### config.mk
export PLATFORM = sky130hd
export DESIGN_NAME = grid_ray_caster_flat
export DESIGN_NICKNAME = d
export VERILOG_FILES = /design/src/rtl/core/grc_pkg.sv /design/src/rtl/core/grc_if.sv /design/src/rtl/core/grc_front.sv /design/src/rtl/core/grc_divider.sv /design/src/rtl/core/grc_back.sv /design/src/rtl/core/grid_ray_caster.sv /design/src/flat_wrapper.sv
export SDC_FILE = /design/constraint.sdc
export NUM_CORES = 2
export LEC_CHECK = 0
export ABC_CLOCK_PERIOD_IN_PS = 10150
export BUFFER_PORTS_ARGS = -buffer_cell sky130_fd_sc_hd__buf_2
export CAP_MARGIN = 10
export CORE_ASPECT_RATIO = 1.5
export CORE_MARGIN = 1
export CORE_UTILIZATION = 55
export CTS_CLUSTER_SIZE = 40
export DETAILED_ROUTE_END_ITERATION = 10
export GPL_TIMING_DRIVEN = 0
export PLACE_DENSITY = 0.71
export SYNTH_ARGS = -nofsm -noshare
export SYNTH_HDL_FRONTEND = slang
export SYNTH_SLANG_ARGS = --single-unit
export TNS_END_PERCENT = 30
### constraint.sdc
create_clock -name clk -period 10.15 [get_ports clk]
set_input_delay 2.03 -clock clk [delete_from_list [all_inputs] [get_ports clk]]
set_output_delay 2.03 -clock clk [all_outputs]
set_load 0.01 [all_outputs]
### src/rtl/core/grc_pkg.sv
// Shared constants, types and helpers of the grid ray caster.
`timescale 1ns / 1ps
`default_nettype none
package grc_pkg;
  localparam int MAP_SIDE      = 8;
  localparam int CELL_W        = 3;
  localparam int ADDR_W        = 2 * CELL_W;
  localparam int MAP_DEPTH     = MAP_SIDE * MAP_SIDE;
  localparam int WALL_W        = 2;
  localparam int POS_W         = 15;
  localparam int FRAC_W        = 12;
  localparam int DIR_W         = 16;
  localparam int DIST_W        = 20;
  localparam int ROW_W         = 9;
  localparam int SCREEN_HEIGHT = 480;
  localparam int HALF_H        = SCREEN_HEIGHT / 2;
  localparam int DELTA_W       = 25;
  localparam int SIDE_W        = 46;
  localparam int INF_SHIFT     = 40;
  localparam int COORD_W       = CELL_W + 2;
  localparam int LOOP_N        = 2 * MAP_SIDE + 2;
  localparam int LOOP_W        = 5;
  localparam int DVD_W         = 25;
  localparam int DVS_W         = 20;
  localparam int CNT_W         = 5;
  localparam int LH_W          = 21;

  localparam logic OP_WRITE = 1'b0;
  localparam logic OP_CAST  = 1'b1;
  localparam logic REG_VIEWER_X = 1'b0;
  localparam logic REG_VIEWER_Y = 1'b1;

  localparam logic [DIST_W-1:0] DIST_MAX = {DIST_W{1'b1}};
  localparam logic [DVD_W-1:0] RECIP_DIVIDEND  = DVD_W'(1) << 24;
  localparam logic [DVD_W-1:0] HEIGHT_DIVIDEND = DVD_W'(SCREEN_HEIGHT) << FRAC_W;

  typedef struct packed {
    logic                    is_cast;
    logic signed [DIR_W-1:0] ray_dir_x;
    logic signed [DIR_W-1:0] ray_dir_y;
    logic [CELL_W-1:0]       cell_x;
    logic [CELL_W-1:0]       cell_y;
    logic [WALL_W-1:0]       cell_value;
  } cmd_t;

  typedef struct packed {
    logic [WALL_W-1:0] wall_value;
    logic              hit_side;
    logic [DIST_W-1:0] distance;
    logic [ROW_W-1:0]  span_start;
    logic [ROW_W-1:0]  span_end;
    logic              escaped;
  } res_t;

  typedef struct packed {
    logic             start;
    logic [DVD_W-1:0] dividend;
    logic [DVS_W-1:0] divisor;
  } div_req_t;

  typedef struct packed {
    logic             done;
    logic [DVD_W-1:0] quotient;
  } div_rsp_t;

  typedef enum logic [3:0] {
    ST_IDLE, ST_DIV_X, ST_DIV_Y, ST_INIT, ST_STEP, ST_TEST, ST_DIV_H, ST_SPAN, ST_FIN
  } back_state_t;

  function automatic logic [DIR_W-1:0] abs_dir(input logic signed [DIR_W-1:0] d);
    abs_dir = d[DIR_W-1] ? (~d + DIR_W'(1)) : d;
  endfunction
endpackage
`default_nettype wire

### src/rtl/core/grc_if.sv
// Valid/ready channel interfaces for commands and results.
`timescale 1ns / 1ps
`default_nettype none
interface grc_in_if;
  logic                            valid;
  logic                            ready;
  logic                            opcode;
  logic signed [grc_pkg::DIR_W-1:0] ray_dir_x;
  logic signed [grc_pkg::DIR_W-1:0] ray_dir_y;
  logic [grc_pkg::CELL_W-1:0]       cell_x;
  logic [grc_pkg::CELL_W-1:0]       cell_y;
  logic [grc_pkg::WALL_W-1:0]       cell_value;
  modport source(output valid, opcode, ray_dir_x, ray_dir_y, cell_x, cell_y, cell_value,
                 input ready);
  modport sink(input valid, opcode, ray_dir_x, ray_dir_y, cell_x, cell_y, cell_value,
               output ready);
endinterface

interface grc_out_if;
  logic                       valid;
  logic                       ready;
  logic [grc_pkg::WALL_W-1:0] wall_value;
  logic                       hit_side;
  logic [grc_pkg::DIST_W-1:0] distance;
  logic [grc_pkg::ROW_W-1:0]  span_start;
  logic [grc_pkg::ROW_W-1:0]  span_end;
  logic                       escaped;
  modport source(output valid, wall_value, hit_side, distance, span_start, span_end, escaped,
                 input ready);
  modport sink(input valid, wall_value, hit_side, distance, span_start, span_end, escaped,
               output ready);
endinterface
`default_nettype wire

### src/rtl/core/grc_front.sv
// Command intake: decodes transactions into a two-entry queue.
`timescale 1ns / 1ps
`default_nettype none
module grc_front (
  input  wire logic           clk,
  input  wire logic           rst,
  grc_in_if.sink              cmd_ch,
  output grc_pkg::cmd_t       head,
  output logic                head_valid,
  input  wire logic           pop
);
  grc_pkg::cmd_t q [2];
  logic       wr_ptr;
  logic       rd_ptr;
  logic [1:0] count;
  logic       push;

  assign cmd_ch.ready = (count != 2'd2);
  assign push         = cmd_ch.valid && cmd_ch.ready;
  assign head_valid   = (count != 2'd0);
  assign head         = q[rd_ptr];

  always_ff @(posedge clk) begin
    if (push) begin
      q[wr_ptr] <= '{is_cast:    (cmd_ch.opcode == grc_pkg::OP_CAST),
                     ray_dir_x:  cmd_ch.ray_dir_x,
                     ray_dir_y:  cmd_ch.ray_dir_y,
                     cell_x:     cmd_ch.cell_x,
                     cell_y:     cmd_ch.cell_y,
                     cell_value: cmd_ch.cell_value};
    end
  end

  always_ff @(posedge clk) begin
    if (rst) begin
      wr_ptr <= 1'b0;
      rd_ptr <= 1'b0;
      count  <= 2'd0;
    end else begin
      if (push) wr_ptr <= ~wr_ptr;
      if (pop) rd_ptr <= ~rd_ptr;
      count <= count + 2'(push) - 2'(pop);
    end
  end
endmodule
`default_nettype wire

### src/rtl/core/grc_divider.sv
// Restoring divider, one quotient bit per cycle.
`timescale 1ns / 1ps
`default_nettype none
module grc_divider (
  input  wire logic          clk,
  input  wire logic          rst,
  input  grc_pkg::div_req_t  req,
  output grc_pkg::div_rsp_t  rsp
);
  logic [grc_pkg::DVS_W-1:0] rem;
  logic [grc_pkg::DVD_W-1:0] quo;
  logic [grc_pkg::DVS_W-1:0] dvs;
  logic [grc_pkg::CNT_W-1:0] cnt;
  logic                      busy;
  logic                      done;
  logic [grc_pkg::DVS_W:0]   trial;
  logic                      fits;

  assign trial = {rem, quo[grc_pkg::DVD_W-1]};
  assign fits  = (trial >= {1'b0, dvs});
  assign rsp.done     = done;
  assign rsp.quotient = quo;

  always_ff @(posedge clk) begin
    if (req.start && !busy) begin
      rem <= '0;
      quo <= req.dividend;
      dvs <= req.divisor;
    end else if (busy) begin
      rem <= fits ? grc_pkg::DVS_W'(trial - {1'b0, dvs}) : trial[grc_pkg::DVS_W-1:0];
      quo <= {quo[grc_pkg::DVD_W-2:0], fits};
    end
  end

  always_ff @(posedge clk) begin
    if (rst) begin
      busy <= 1'b0;
      done <= 1'b0;
      cnt  <= '0;
    end else begin
      done <= 1'b0;
      if (req.start && !busy) begin
        busy <= 1'b1;
        cnt  <= grc_pkg::CNT_W'(grc_pkg::DVD_W);
      end else if (busy) begin
        cnt <= cnt - grc_pkg::CNT_W'(1);
        if (cnt == grc_pkg::CNT_W'(1)) begin
          busy <= 1'b0;
          done <= 1'b1;
        end
      end
    end
  end
endmodule
`default_nettype wire

### src/rtl/core/grc_back.sv
// Command execution: map store, DDA walk, span computation, result register.
`timescale 1ns / 1ps
`default_nettype none
module grc_back (
  input  wire logic                        clk,
  input  wire logic                        rst,
  input  grc_pkg::cmd_t                    head,
  input  wire logic                        head_valid,
  output logic                             pop,
  input  wire logic [grc_pkg::POS_W-1:0]   viewer_x,
  input  wire logic [grc_pkg::POS_W-1:0]   viewer_y,
  output grc_pkg::div_req_t                div_req,
  input  grc_pkg::div_rsp_t                div_rsp,
  output grc_pkg::res_t                    res,
  output logic                             res_valid,
  input  wire logic                        res_ready
);
  localparam grc_pkg::res_t ESC_RES = '{wall_value: '0, hit_side: 1'b0, distance: '0,
                                        span_start: '0, span_end: '0, escaped: 1'b1};

  grc_pkg::back_state_t state, state_next;
  grc_pkg::cmd_t cur, cur_next;
  grc_pkg::res_t pend, pend_next;
  logic [grc_pkg::DELTA_W-1:0] ddx, ddx_next, ddy, ddy_next;
  logic [grc_pkg::SIDE_W-1:0]  distx, distx_next, disty, disty_next, perp, perp_next;
  logic signed [grc_pkg::COORD_W-1:0] cx, cx_next, cy, cy_next;
  logic                        side, side_next;
  logic [grc_pkg::LOOP_W-1:0]  n, n_next;
  logic [grc_pkg::LH_W-1:0]    lh, lh_next;

  logic [grc_pkg::WALL_W-1:0] mem [grc_pkg::MAP_DEPTH];
  logic [grc_pkg::MAP_DEPTH-1:0] vld;
  logic [grc_pkg::WALL_W-1:0] rd_data;
  logic                       rd_vld;
  logic [grc_pkg::ADDR_W-1:0] rd_addr;
  logic                       map_we;

  logic                       infx, infy, step_x, in_map, load;
  logic [grc_pkg::SIDE_W-1:0] ddx_full, ddy_full;
  logic [grc_pkg::FRAC_W:0]   fsel_x, fsel_y;
  logic [grc_pkg::FRAC_W-1:0] fx, fy;
  logic [grc_pkg::FRAC_W+grc_pkg::DELTA_W:0] prod_x, prod_y;
  logic [grc_pkg::DIST_W-1:0] dist_sat;
  logic [grc_pkg::LH_W-2:0]   half;
  logic signed [grc_pkg::COORD_W-1:0] cx_step, cy_step;

  assign infx     = (cur.ray_dir_x == '0);
  assign infy     = (cur.ray_dir_y == '0);
  assign ddx_full = infx ? (grc_pkg::SIDE_W'(1) << grc_pkg::INF_SHIFT) : grc_pkg::SIDE_W'(ddx);
  assign ddy_full = infy ? (grc_pkg::SIDE_W'(1) << grc_pkg::INF_SHIFT) : grc_pkg::SIDE_W'(ddy);
  assign fx       = viewer_x[grc_pkg::FRAC_W-1:0];
  assign fy       = viewer_y[grc_pkg::FRAC_W-1:0];
  assign fsel_x   = cur.ray_dir_x[grc_pkg::DIR_W-1] ? {1'b0, fx}
                                                   : (grc_pkg::FRAC_W+1)'(4096) - {1'b0, fx};
  assign fsel_y   = cur.ray_dir_y[grc_pkg::DIR_W-1] ? {1'b0, fy}
                                                   : (grc_pkg::FRAC_W+1)'(4096) - {1'b0, fy};
  assign prod_x   = fsel_x * ddx;
  assign prod_y   = fsel_y * ddy;
  assign step_x   = (distx < disty);
  assign cx_step  = !step_x ? cx : (cur.ray_dir_x[grc_pkg::DIR_W-1] ? cx - grc_pkg::COORD_W'(1)
                                                                   : cx + grc_pkg::COORD_W'(1));
  assign cy_step  = step_x ? cy : (cur.ray_dir_y[grc_pkg::DIR_W-1] ? cy - grc_pkg::COORD_W'(1)
                                                                  : cy + grc_pkg::COORD_W'(1));
  assign rd_addr  = {cx_step[grc_pkg::CELL_W-1:0], cy_step[grc_pkg::CELL_W-1:0]};
  assign in_map   = (cx[grc_pkg::COORD_W-1:grc_pkg::CELL_W] == '0)
                 && (cy[grc_pkg::COORD_W-1:grc_pkg::CELL_W] == '0);
  assign dist_sat = (perp > grc_pkg::SIDE_W'(grc_pkg::DIST_MAX)) ? grc_pkg::DIST_MAX
                                                              : perp[grc_pkg::DIST_W-1:0];
  assign half     = lh[grc_pkg::LH_W-1:1];
  assign load     = (state == grc_pkg::ST_FIN) && (!res_valid || res_ready);

  always_ff @(posedge clk) begin
    if (map_we) mem[{head.cell_x, head.cell_y}] <= head.cell_value;
    rd_data <= mem[rd_addr];
    rd_vld  <= vld[rd_addr];
  end

  always_ff @(posedge clk) begin
    if (rst) begin
      vld <= '0;
    end else if (map_we) begin
      vld[{head.cell_x, head.cell_y}] <= 1'b1;
    end
  end

  always_comb begin
    state_next = state;
    cur_next   = cur;
    pend_next  = pend;
    ddx_next   = ddx;
    ddy_next   = ddy;
    distx_next = distx;
    disty_next = disty;
    perp_next  = perp;
    cx_next    = cx;
    cy_next    = cy;
    side_next  = side;
    n_next     = n;
    lh_next    = lh;
    pop        = 1'b0;
    map_we     = 1'b0;
    div_req    = '{start: 1'b0, dividend: grc_pkg::RECIP_DIVIDEND,
                   divisor: grc_pkg::DVS_W'(grc_pkg::abs_dir(head.ray_dir_x))};
    unique case (state)
      grc_pkg::ST_IDLE: begin
        if (head_valid) begin
          pop      = 1'b1;
          cur_next = head;
          if (head.is_cast) begin
            div_req.start = 1'b1;
            state_next    = grc_pkg::ST_DIV_X;
          end else begin
            map_we     = 1'b1;
            pend_next  = '0;
            state_next = grc_pkg::ST_FIN;
          end
        end
      end
      grc_pkg::ST_DIV_X: begin
        div_req.divisor = grc_pkg::DVS_W'(grc_pkg::abs_dir(cur.ray_dir_y));
        if (div_rsp.done) begin
          ddx_next      = div_rsp.quotient;
          div_req.start = 1'b1;
          state_next    = grc_pkg::ST_DIV_Y;
        end
      end
      grc_pkg::ST_DIV_Y: begin
        if (div_rsp.done) begin
          ddy_next   = div_rsp.quotient;
          state_next = grc_pkg::ST_INIT;
        end
      end
      grc_pkg::ST_INIT: begin
        distx_next = infx ? (grc_pkg::SIDE_W'(fsel_x) << 28)
                          : grc_pkg::SIDE_W'(prod_x[grc_pkg::FRAC_W+grc_pkg::DELTA_W:
                                                    grc_pkg::FRAC_W]);
        disty_next = infy ? (grc_pkg::SIDE_W'(fsel_y) << 28)
                          : grc_pkg::SIDE_W'(prod_y[grc_pkg::FRAC_W+grc_pkg::DELTA_W:
                                                    grc_pkg::FRAC_W]);
        cx_next    = grc_pkg::COORD_W'(viewer_x[grc_pkg::POS_W-1:grc_pkg::FRAC_W]);
        cy_next    = grc_pkg::COORD_W'(viewer_y[grc_pkg::POS_W-1:grc_pkg::FRAC_W]);
        n_next     = '0;
        state_next = grc_pkg::ST_STEP;
      end
      grc_pkg::ST_STEP: begin
        cx_next = cx_step;
        cy_next = cy_step;
        if (step_x) begin
          perp_next  = distx;
          distx_next = distx + ddx_full;
          side_next  = 1'b0;
        end else begin
          perp_next  = disty;
          disty_next = disty + ddy_full;
          side_next  = 1'b1;
        end
        state_next = grc_pkg::ST_TEST;
      end
      grc_pkg::ST_TEST: begin
        if (!in_map) begin
          pend_next  = ESC_RES;
          state_next = grc_pkg::ST_FIN;
        end else if (rd_vld && (rd_data != '0)) begin
          pend_next = '{wall_value: rd_data, hit_side: side, distance: dist_sat,
                        span_start: '0, span_end: '0, escaped: 1'b0};
          if (dist_sat == '0) begin
            lh_next    = grc_pkg::LH_W'(grc_pkg::SCREEN_HEIGHT);
            state_next = grc_pkg::ST_SPAN;
          end else begin
            div_req.start    = 1'b1;
            div_req.dividend = grc_pkg::HEIGHT_DIVIDEND;
            div_req.divisor  = dist_sat;
            state_next       = grc_pkg::ST_DIV_H;
          end
        end else if (n == grc_pkg::LOOP_W'(grc_pkg::LOOP_N - 1)) begin
          pend_next  = ESC_RES;
          state_next = grc_pkg::ST_FIN;
        end else begin
          n_next     = n + grc_pkg::LOOP_W'(1);
          state_next = grc_pkg::ST_STEP;
        end
      end
      grc_pkg::ST_DIV_H: begin
        if (div_rsp.done) begin
          lh_next    = div_rsp.quotient[grc_pkg::LH_W-1:0];
          state_next = grc_pkg::ST_SPAN;
        end
      end
      grc_pkg::ST_SPAN: begin
        if (half >= (grc_pkg::LH_W-1)'(grc_pkg::HALF_H)) begin
          pend_next.span_start = '0;
          pend_next.span_end   = grc_pkg::ROW_W'(grc_pkg::SCREEN_HEIGHT - 1);
        end else begin
          pend_next.span_start = grc_pkg::ROW_W'(grc_pkg::HALF_H - int'(half));
          pend_next.span_end   = grc_pkg::ROW_W'(grc_pkg::HALF_H + int'(half));
        end
        state_next = grc_pkg::ST_FIN;
      end
      grc_pkg::ST_FIN: begin
        if (load) state_next = grc_pkg::ST_IDLE;
      end
      default: state_next = grc_pkg::ST_IDLE;
    endcase
  end

  always_ff @(posedge clk) begin
    if (rst) state <= grc_pkg::ST_IDLE;
    else     state <= state_next;
  end

  always_ff @(posedge clk) begin
    cur   <= cur_next;
    pend  <= pend_next;
    ddx   <= ddx_next;
    ddy   <= ddy_next;
    distx <= distx_next;
    disty <= disty_next;
    perp  <= perp_next;
    cx    <= cx_next;
    cy    <= cy_next;
    side  <= side_next;
    n     <= n_next;
    lh    <= lh_next;
    if (load) res <= pend;
  end

  always_ff @(posedge clk) begin
    if (rst)                  res_valid <= 1'b0;
    else if (load)            res_valid <= 1'b1;
    else if (res_ready)       res_valid <= 1'b0;
  end
endmodule
`default_nettype wire

### src/rtl/core/grid_ray_caster.sv
// Top level of the grid ray caster: intake queue, divider and execution core.
//
// Usage: commands arrive on cmd_ch (valid/ready). Opcode write stores one
// 2-bit wall code in the 8x8 map; opcode cast walks a ray from the viewer
// position (cfg registers viewer_x, viewer_y) and reports the hit wall,
// hit side, perpendicular distance and the clamped screen span. Every
// transaction on cmd_ch yields exactly one transaction on res_ch, in order.
// A cast takes two reciprocal divisions, a setup state, a step state and
// a test state per grid step (up to 18 steps) and, on a hit, a height
// division. All divisions run on the shared serial divider, and the map
// read of each step is registered. One command is executed at a time.
// A two-entry queue keeps taking commands while one executes until it is full, and the
// result register holds a result while res_ch stalls; the core waits
// only when it has a new result and the register is still full.
// Reset (rst, synchronous) empties the queue and result register, marks
// every map cell empty at once and loads the default viewer position.
// Config writes are expected only while the block is idle.
`timescale 1ns / 1ps
`default_nettype none
module grid_ray_caster (
  input  wire logic                       clk,
  input  wire logic                       rst,
  grc_in_if.sink                          cmd_ch,
  grc_out_if.source                       res_ch,
  input  wire logic                       cfg_we,
  input  wire logic                       cfg_index,
  input  wire logic [grc_pkg::POS_W-1:0]  cfg_data
);
  grc_pkg::cmd_t     head;
  logic              head_valid;
  logic              pop;
  grc_pkg::div_req_t div_req;
  grc_pkg::div_rsp_t div_rsp;
  grc_pkg::res_t     res;
  logic              res_valid;
  logic [grc_pkg::POS_W-1:0] viewer_x;
  logic [grc_pkg::POS_W-1:0] viewer_y;

  always_ff @(posedge clk) begin
    if (rst) begin
      viewer_x <= grc_pkg::POS_W'(4096);
      viewer_y <= grc_pkg::POS_W'(8192);
    end else if (cfg_we) begin
      if (cfg_index == grc_pkg::REG_VIEWER_X) viewer_x <= cfg_data;
      if (cfg_index == grc_pkg::REG_VIEWER_Y) viewer_y <= cfg_data;
    end
  end

  grc_front u_front (
    .clk(clk), .rst(rst), .cmd_ch(cmd_ch),
    .head(head), .head_valid(head_valid), .pop(pop)
  );

  grc_divider u_div (.clk(clk), .rst(rst), .req(div_req), .rsp(div_rsp));

  grc_back u_back (
    .clk(clk), .rst(rst), .head(head), .head_valid(head_valid), .pop(pop),
    .viewer_x(viewer_x), .viewer_y(viewer_y),
    .div_req(div_req), .div_rsp(div_rsp),
    .res(res), .res_valid(res_valid), .res_ready(res_ch.ready)
  );

  assign res_ch.valid      = res_valid;
  assign res_ch.wall_value = res.wall_value;
  assign res_ch.hit_side   = res.hit_side;
  assign res_ch.distance   = res.distance;
  assign res_ch.span_start = res.span_start;
  assign res_ch.span_end   = res.span_end;
  assign res_ch.escaped    = res.escaped;
endmodule
`default_nettype wire

### src/flat_wrapper.sv
// flat-port wrapper written by rule: the top's interface ports become plain ports
module grid_ray_caster_flat 
  (clk, rst, cfg_we, cfg_index, cfg_data, cmd_ch_valid, cmd_ch_opcode, cmd_ch_ray_dir_x, cmd_ch_ray_dir_y, cmd_ch_cell_x, cmd_ch_cell_y, cmd_ch_cell_value, cmd_ch_ready, res_ch_valid, res_ch_wall_value, res_ch_hit_side, res_ch_distance, res_ch_span_start, res_ch_span_end, res_ch_escaped, res_ch_ready);
  grc_in_if cmd_ch_i ();
  grc_out_if res_ch_i ();
  input  wire logic clk;
  input  wire logic rst;
  input  wire logic cfg_we;
  input  wire logic cfg_index;
  input  wire logic [grc_pkg::POS_W-1:0] cfg_data;
  input wire logic [$bits(cmd_ch_i.valid)-1:0] cmd_ch_valid;
  input wire logic [$bits(cmd_ch_i.opcode)-1:0] cmd_ch_opcode;
  input wire logic [$bits(cmd_ch_i.ray_dir_x)-1:0] cmd_ch_ray_dir_x;
  input wire logic [$bits(cmd_ch_i.ray_dir_y)-1:0] cmd_ch_ray_dir_y;
  input wire logic [$bits(cmd_ch_i.cell_x)-1:0] cmd_ch_cell_x;
  input wire logic [$bits(cmd_ch_i.cell_y)-1:0] cmd_ch_cell_y;
  input wire logic [$bits(cmd_ch_i.cell_value)-1:0] cmd_ch_cell_value;
  output wire logic [$bits(cmd_ch_i.ready)-1:0] cmd_ch_ready;
  output wire logic [$bits(res_ch_i.valid)-1:0] res_ch_valid;
  output wire logic [$bits(res_ch_i.wall_value)-1:0] res_ch_wall_value;
  output wire logic [$bits(res_ch_i.hit_side)-1:0] res_ch_hit_side;
  output wire logic [$bits(res_ch_i.distance)-1:0] res_ch_distance;
  output wire logic [$bits(res_ch_i.span_start)-1:0] res_ch_span_start;
  output wire logic [$bits(res_ch_i.span_end)-1:0] res_ch_span_end;
  output wire logic [$bits(res_ch_i.escaped)-1:0] res_ch_escaped;
  input wire logic [$bits(res_ch_i.ready)-1:0] res_ch_ready;
  assign cmd_ch_i.valid = cmd_ch_valid;
  assign cmd_ch_i.opcode = cmd_ch_opcode;
  assign cmd_ch_i.ray_dir_x = cmd_ch_ray_dir_x;
  assign cmd_ch_i.ray_dir_y = cmd_ch_ray_dir_y;
  assign cmd_ch_i.cell_x = cmd_ch_cell_x;
  assign cmd_ch_i.cell_y = cmd_ch_cell_y;
  assign cmd_ch_i.cell_value = cmd_ch_cell_value;
  assign cmd_ch_ready = cmd_ch_i.ready;
  assign res_ch_valid = res_ch_i.valid;
  assign res_ch_wall_value = res_ch_i.wall_value;
  assign res_ch_hit_side = res_ch_i.hit_side;
  assign res_ch_distance = res_ch_i.distance;
  assign res_ch_span_start = res_ch_i.span_start;
  assign res_ch_span_end = res_ch_i.span_end;
  assign res_ch_escaped = res_ch_i.escaped;
  assign res_ch_i.ready = res_ch_ready;
  grid_ray_caster u_core (.clk(clk), .rst(rst), .cmd_ch(cmd_ch_i), .res_ch(res_ch_i), .cfg_we(cfg_we), .cfg_index(cfg_index), .cfg_data(cfg_data));
endmodule
---- Word-level counts from Yosys, hierarchy flattened ----
Memory sizes are Yosys's and may differ from the RTL's. A register that Yosys moved wholly into a read port is not among the register bits.
Cells that the tools add are included.
word-level totals
  register bits after elaboration ......... 517
  bits in writable memories ............... 210
  input port bits ......................... 62
  output and inout bits ................... 44
  word-level logic and storage cells ...... 225
  memories ................................ 2
cells by class
  add/subtract/negate cells ............... 17
  multipliers ............................. 2
  $lt $le $gt $ge ......................... 7
  equality and inequality tests ........... 25
  multiplexer cells ....................... 85
  bitwise gates (word level) .............. 7
  reductions and logical operators ........ 38
memory list
  name               words  width  rd ports  clocked after memory_dff  wr ports  line             RTL
  u_core.u_back.mem  64     2      1         1                         1         grc_back.sv:31   logic [grc_pkg::WALL_W-1:0] mem [grc_pkg::MAP_DEPTH];
  u_core.u_front.q   2      41     1         1                         1         grc_front.sv:12  grc_pkg::cmd_t q [2];
operators by type and width
  cell                                                                                number
  46-bit 2-to-1 mux                                                                   6
  42-bit 2-to-1 mux                                                                   5
  46-bit one-hot mux with 2 select lines                                              2
  41-bit 2-to-1 mux                                                                   4
  46-bit by 41-bit adder with 46-bit output                                           2
  21-bit 2-to-1 mux                                                                   4
  13-bit by 25-bit multiplier with 38-bit output                                      2
  25-bit 2-to-1 mux                                                                   3
  64-bit bitwise OR                                                                   1
  18-bit one-hot mux with 3 select lines                                              1
  46-bit by 20-bit greater-than comparator with 1-bit output (second input constant)  1
  46-bit less-than comparator                                                         1
  23-bit one-hot mux with 2 select lines                                              1
  5-bit 2-to-1 mux                                                                    9
  21-bit one-hot mux with 2 select lines                                              1
  20-bit 2-to-1 mux                                                                   2
  20-bit one-hot mux with 2 select lines                                              1
  4-bit 2-to-1 mux                                                                    9
  4-bit one-hot mux with 9 select lines                                               1
  16-bit by 2-bit adder with 16-bit output (second input constant)                    2
  16-bit logical NOT                                                                  2
  16-bit 2-to-1 mux                                                                   2
  16-bit inverter                                                                     2
  5-bit one-hot mux with 2 select lines                                               3
  other kinds (44)                                                                    114

---- Depth between registers and ports, before layout ----
  word-level depth ........................ 9
  gate-level depth with buffers ........... 32

---- Cells and area by module ----
Synthesis repeated with hierarchy kept, for this count alone.
second synthesis, totals
  cell total of the unflattened synthesis .. 5460
  area, all modules ....................... 55523.3 µm²
modules (own cells, without submodules)
  module           instances  cells an instance  area an instance (µm²)  seq. area each (µm²)
  grc_back         1          4850               47190.3                 15494.9
  grc_divider      1          338                3877.5                  1891.8
  grc_front        1          157                3203.1                  2562.5
  grid_ray_caster  1          115                1252.5                  600.6

---- Worst setup path after synthesis ----
No wires, ideal clock.
  path type ............................... reg-to-reg
  start ................................... reg u_core.viewer_y[2] in the netlist's numbering
  end ..................................... reg u_core.u_back.disty[14] in the netlist's numbering (data pin)
  setup time .............................. 267 ps
  arrival time ............................ 7263 ps
  required time ........................... 9883 ps
  path slack .............................. 2620 ps
  cell stages (with the launch flop) ...... 27
  buffers on the path ..................... 1
  path through ............................ dfxtp_1 nor3_1 nand3b_1 or2_2 nor4b_1 clkbuf_1 nand2_1 fa_1 fa_1 inv_1 fa_1 fa_1 inv_1 fa_1 inv_1 ha_1 and4_1 a221o_1 o21ba_2 o211ai_1 nand3b_1 a31o_2 a21o_1 and2_1 or3_1 nand4_1 o21ai_0
between the ends
  word-level cells in the longest chain between the ends .. 5
ends and longest elaborated chain
  what                                              line                   RTL
  start: declaration                                grid_ray_caster.sv:37  logic [grc_pkg::POS_W-1:0] viewer_y;
  start signal: assignment                          grid_ray_caster.sv:42  viewer_y <= grc_pkg::POS_W'(8192);
  start signal: assignment                          grid_ray_caster.sv:45  if (cfg_index == grc_pkg::REG_VIEWER_Y) viewer_y <= cfg_data;
  13-bit by 12-bit subtractor with 13-bit output    grc_back.sv:56         : (grc_pkg::FRAC_W+1)'(4096) - {1'b0, fy};
  13-bit 2-to-1 mux *                               grc_back.sv:55         assign fsel_y = cur.ray_dir_y[grc_pkg::DIR_W-1] ? {1'b0, fy}
  13-bit by 25-bit multiplier with 38-bit output *  grc_back.sv:58         assign prod_y = fsel_y * ddy;
  41-bit 2-to-1 mux *                               grc_back.sv:137        disty_next = infy ? (grc_pkg::SIDE_W'(fsel_y) << 28)
  46-bit one-hot mux with 2 select lines *          grc_back.sv:104        unique case (state)
  via u_core.u_back.disty_next, one bit             grc_back.sv:25         logic [grc_pkg::SIDE_W-1:0] distx, distx_next, disty, disty_next, perp, perp_next;
  end signal: assignment                            grc_back.sv:217        disty <= disty_next;
  end: declaration                                  grc_back.sv:25
Mark *: on every way through the listed nets, which the timed path passes. The rest lies on a longest branch.
A chain may end at the register's enable or synchronous reset.

---- Worst setup path in the final report ----
  start ................................... reg u_core.viewer_x[0] in the netlist's numbering
  end ..................................... reg u_core.u_back.distx[25] in the netlist's numbering (data pin)
between the ends
  word-level cells in the longest chain between the ends .. 5
ends and longest elaborated chain
  what                                              line                   RTL
  start: declaration                                grid_ray_caster.sv:36  logic [grc_pkg::POS_W-1:0] viewer_x;
  start signal: assignment                          grid_ray_caster.sv:41  viewer_x <= grc_pkg::POS_W'(4096);
  start signal: assignment                          grid_ray_caster.sv:44  if (cfg_index == grc_pkg::REG_VIEWER_X) viewer_x <= cfg_data;
  13-bit by 12-bit subtractor with 13-bit output    grc_back.sv:54         : (grc_pkg::FRAC_W+1)'(4096) - {1'b0, fx};
  13-bit 2-to-1 mux *                               grc_back.sv:53         assign fsel_x = cur.ray_dir_x[grc_pkg::DIR_W-1] ? {1'b0, fx}
  13-bit by 25-bit multiplier with 38-bit output *  grc_back.sv:57         assign prod_x = fsel_x * ddx;
  41-bit 2-to-1 mux *                               grc_back.sv:134        distx_next = infx ? (grc_pkg::SIDE_W'(fsel_x) << 28)
  46-bit one-hot mux with 2 select lines *          grc_back.sv:104
  via u_core.u_back.distx_next, one bit             grc_back.sv:25
  end signal: assignment                            grc_back.sv:216        distx <= distx_next;
  end: declaration                                  grc_back.sv:25
Marks and branches as above.

==> results.ini <==
[synth]
synthAdderAreaFrac_pct=25.63
ys_warn_count=0
ys_ff_latch=729
postSynthAreaPerCell_sq_um=10.15
netlist_area_sq_um=54160
synth_top_family_by_area=adder cells
postSynthCellCount=5337
synth_edf_count=595
synthMuxAreaShare_pct=1.790
synth_xor_area_share_pct=3.569
synth_compound_area_share_pct=9.190
synthFlopType=edfxtp_1
synth_seq_area_share_pct=37.94
yosys.area_share.simple_pct=15.26
synthArstFlopShare_pct=0
synthDistinctLibCells=90
synth_fp_nets=6203

[routing]
firstDrtPassIters=6
drt-total-wl_mm=162.3
vias=40760
drt_iter0_markers=3544
route.detailed.drc=0
routed_via_density=5.933
ant_nets=0
wire_per_inst_um=23.62

[power_and_ir_drop]
p_sw_mw=9.809
finalPower_mw=21.13
ir_drop_uv=328.5
p_clk_share_pct=12.0
p_per_area_nw_per_um2=358.2
pwr-share-seq_pct=22.4
internal_power_mw=11.32
p_sw_share_pct=46.43
leakage_nw=24.80
pwr-share-comb_pct=65.6

[floorplanning]
die_y_um=386.3
pin_count=106
start_util_pct=55.61
core_sq_um=97390
die_w_um=258.2
rows=140
die-area_sq_um=99750

[place]
gp_congestion=0.9930
port_buffers=104
dp_hpwl_mm=127.7

[timing]
holdWs_ns=0.4188
drv_slew=0
fin_worst_skew_ns=0.04522
finalCritPeriodShare_pct=96.07
max_freq_mhz=102.6
rsz0062_at_grt=false
post-route-min-period_ns=9.751
hold_viol=0
finalSetupViolations=0
setup_tns_ns=0
worstMarginPinSlew_ns=1.318
max_slew_margin_pct=12.17

[critical_path]
worst-path-stages=28
critPathTopFamily=compound AO/OA/AOI/OAI gates
rrSetupSlack_ns=0.40
worstPathArrival_ns=10.11
worstSetupStartpointType=flip-flop
rr_endpoint=u_core.u_back.distx[25]
critPathMaxFanout=10
r2r_cells=28
critPathKind=reg -> reg
r2r_start=u_core.viewer_x[0]
crit_required_ns=10.51
crit_buf_inv=7
end_kind=flip-flop
critPathMaxStageDelay_ns=0.99
cp_slowest_cell=xor2_1

[clock_network]
ctsHoldBuffers=0
cts_resized=0
cts.sinks=729
cts_max_level=3
tritoncts=yes
clock_path_buffers=3
clk_pin_slew_ns=0.08
cts-root-buf=clkbuf_16
cts-buffers-inserted=66
post_cts_buffers=0
clock_latency_ns=0.68

[status]
status=completed

[global_route]
grt_use_total_pct=33.27
grt_first_pass_wirelength_mm=246.4
grt_pass1_vias=42080
grt_max_degree=65
grt-ovfl-total=0
antenna_found_initial=7

[flow_run]
drv_cap=0

[cells_and_area]
nets=6399
drive_above_1_share_pct=6.479
final_core_util_pct=60.56
area_growth_pct=8.902

[hold_path]
holdCritPathClass=reg -> reg
hold-path-cell-count=0
hold_start=u_core.u_back.pend[38]
hold_end=u_core.u_back.res[38]

==> area by class of cell <==
class,instances,area (sq um)
diodes,5,12.51
clock inverters,41,384.1
clock buffers,81,1780
inverters,715,2684
fillers,8134,38420
repair buffers,128,927.1
multi-input cells,3668,30140
plain buffers,225,900.9
well taps,1278,1599
flip-flops and latches,729,20550
==> layer usage <==
layer / track usage [%] / share of wire [%] / vias to the layer above
li1: - / - / 18160
met1: 38.03 / 35 / 20250
met2: 56.83 / 49 / 1833
met3: 5.143 / 7.7 / 511
met4: 24.15 / 8.2 / 2
met5: 0 / 0.0074 / -
==> registers in the layout, summed over array words and instances, names as in the netlist, 25 cells and up, named ones only <==
signal and flops:
u_core.u_back.perp 46, u_core.u_back.ddx 25, u_core.u_front.q 82, u_core.u_back.cur 32
u_core.u_back.ddy 25, u_core.u_div.quo 25, u_core.u_back.pend 42, u_core.u_back.res 42
u_core.u_back.disty 46, u_core.u_back.mem 128, u_core.u_back.vld 64, u_core.u_back.distx 46
==> how the worst max path moves through the flow <==
stage | from | endpoint | slack, ns
after floorplan | u_core.viewer_y[2] | u_core.u_back.disty[14] | 2.62
after global placement | u_core.viewer_x[0] | u_core.u_back.distx[25] | 0.07
after detailed placement | u_core.viewer_x[0] | u_core.u_back.distx[25] | 0.28
after CTS | u_core.viewer_x[0] | u_core.u_back.distx[25] | 0.26
after global routing | u_core.viewer_x[0] | u_core.u_back.distx[25] | 0.18
final | u_core.viewer_x[0] | u_core.u_back.distx[25] | 0.40
==> cell families after synthesis <==
group,Yosys count
AO/OA/AOI/OAI,768
multiplexers,90
XOR/XNOR,219
flip-flops,729
AND/OR/NAND/NOR,1787
adder cells (fa/ha/maj),804
buffers and inverters,940
==> Yosys cell counts, types with 12 or more instances <==
| library cell | number | share of area (%) |
|---|---|---|
| nor2_1 | 387 | 2.7 |
| ha_1 | 295 | 6.8 |
| o221ai_1 | 40 | 0.65 |
| edfxtp_1 | 595 | 33 |
| clkbuf_1 | 196 | 1.4 |
| xnor2_1 | 125 | 2.0 |
| a21o_1 | 63 | 0.87 |
| a31oi_1 | 27 | 0.31 |
| and3_1 | 33 | 0.38 |
| fa_1 | 509 | 19 |
| nand3_1 | 69 | 0.64 |
| nor4_1 | 46 | 0.53 |
| or3_1 | 23 | 0.27 |
| nor2b_1 | 28 | 0.32 |
| o22ai_1 | 104 | 1.2 |
| o21ai_0 | 170 | 1.6 |
| mux2i_1 | 35 | 0.65 |
| xor2_1 | 92 | 1.5 |
| nand4_1 | 23 | 0.27 |
| o21a_1 | 25 | 0.35 |
| a21oi_1 | 174 | 1.6 |
| o21ba_2 | 14 | 0.26 |
| and2_1 | 300 | 3.5 |
| o21bai_1 | 19 | 0.26 |
| nor3_1 | 65 | 0.60 |
| a22o_1 | 12 | 0.19 |
| nand2_1 | 743 | 5.1 |
| buf_2 | 12 | 0.11 |
| mux2_2 | 55 | 1.1 |
| nand2b_1 | 25 | 0.29 |
| dfxtp_1 | 134 | 5.0 |
| inv_1 | 712 | 4.9 |
==> placed cells by master (no fill, tap or decap), drive strengths merged, types with 25 or more instances in the layout <==
cell    synthesis  layout
clkbuf        197     278
a31oi          27      27
o221ai         40      40
edfxtp        595     595
nand2b         25      25
xnor2         127     127
buf            28     156
o22ai         104     104
nor4           47      47
ha            295     295
a21o           63      63
nor2b          28      28
inv           714     717
xor2           92      92
mux2i          35      35
o21a           25      25
and2          300     300
clkinv          1      30
fa            509     509
dfxtp         134     134
o21ai         181     181
nor3           65      65
nor2          388     388
mux2           55      55
and3           33      33
a21oi         175     175
nand2         743     743
nand3          69      69
==> power groups by stage <==
stage                     Sequential [mW]  Clock [mW]  Combinational, mW
after floorplan                      4.62           0               10.1
after global placement               4.81           0               13.3
after detailed placement             4.79           0               13.7
after CTS                            4.73        2.56               13.8
after global routing                 4.77        2.65               15.6
final                                4.74        2.54               13.9
==> through the flow <==
stage          cell area (sq um)  setup WS (ns)  cells
3_3_place_gp               56280        0.06715   6719
5_1_grt                    58970         0.1777   6866
6_report                   58980         0.3992   6870
3_5_place_dp               56760         0.2802   6740
2_1_floorplan              54160          2.620   5337
4_1_cts                    58920         0.2632   6862
No activity file was read; power rests on OpenSTA's default activity.
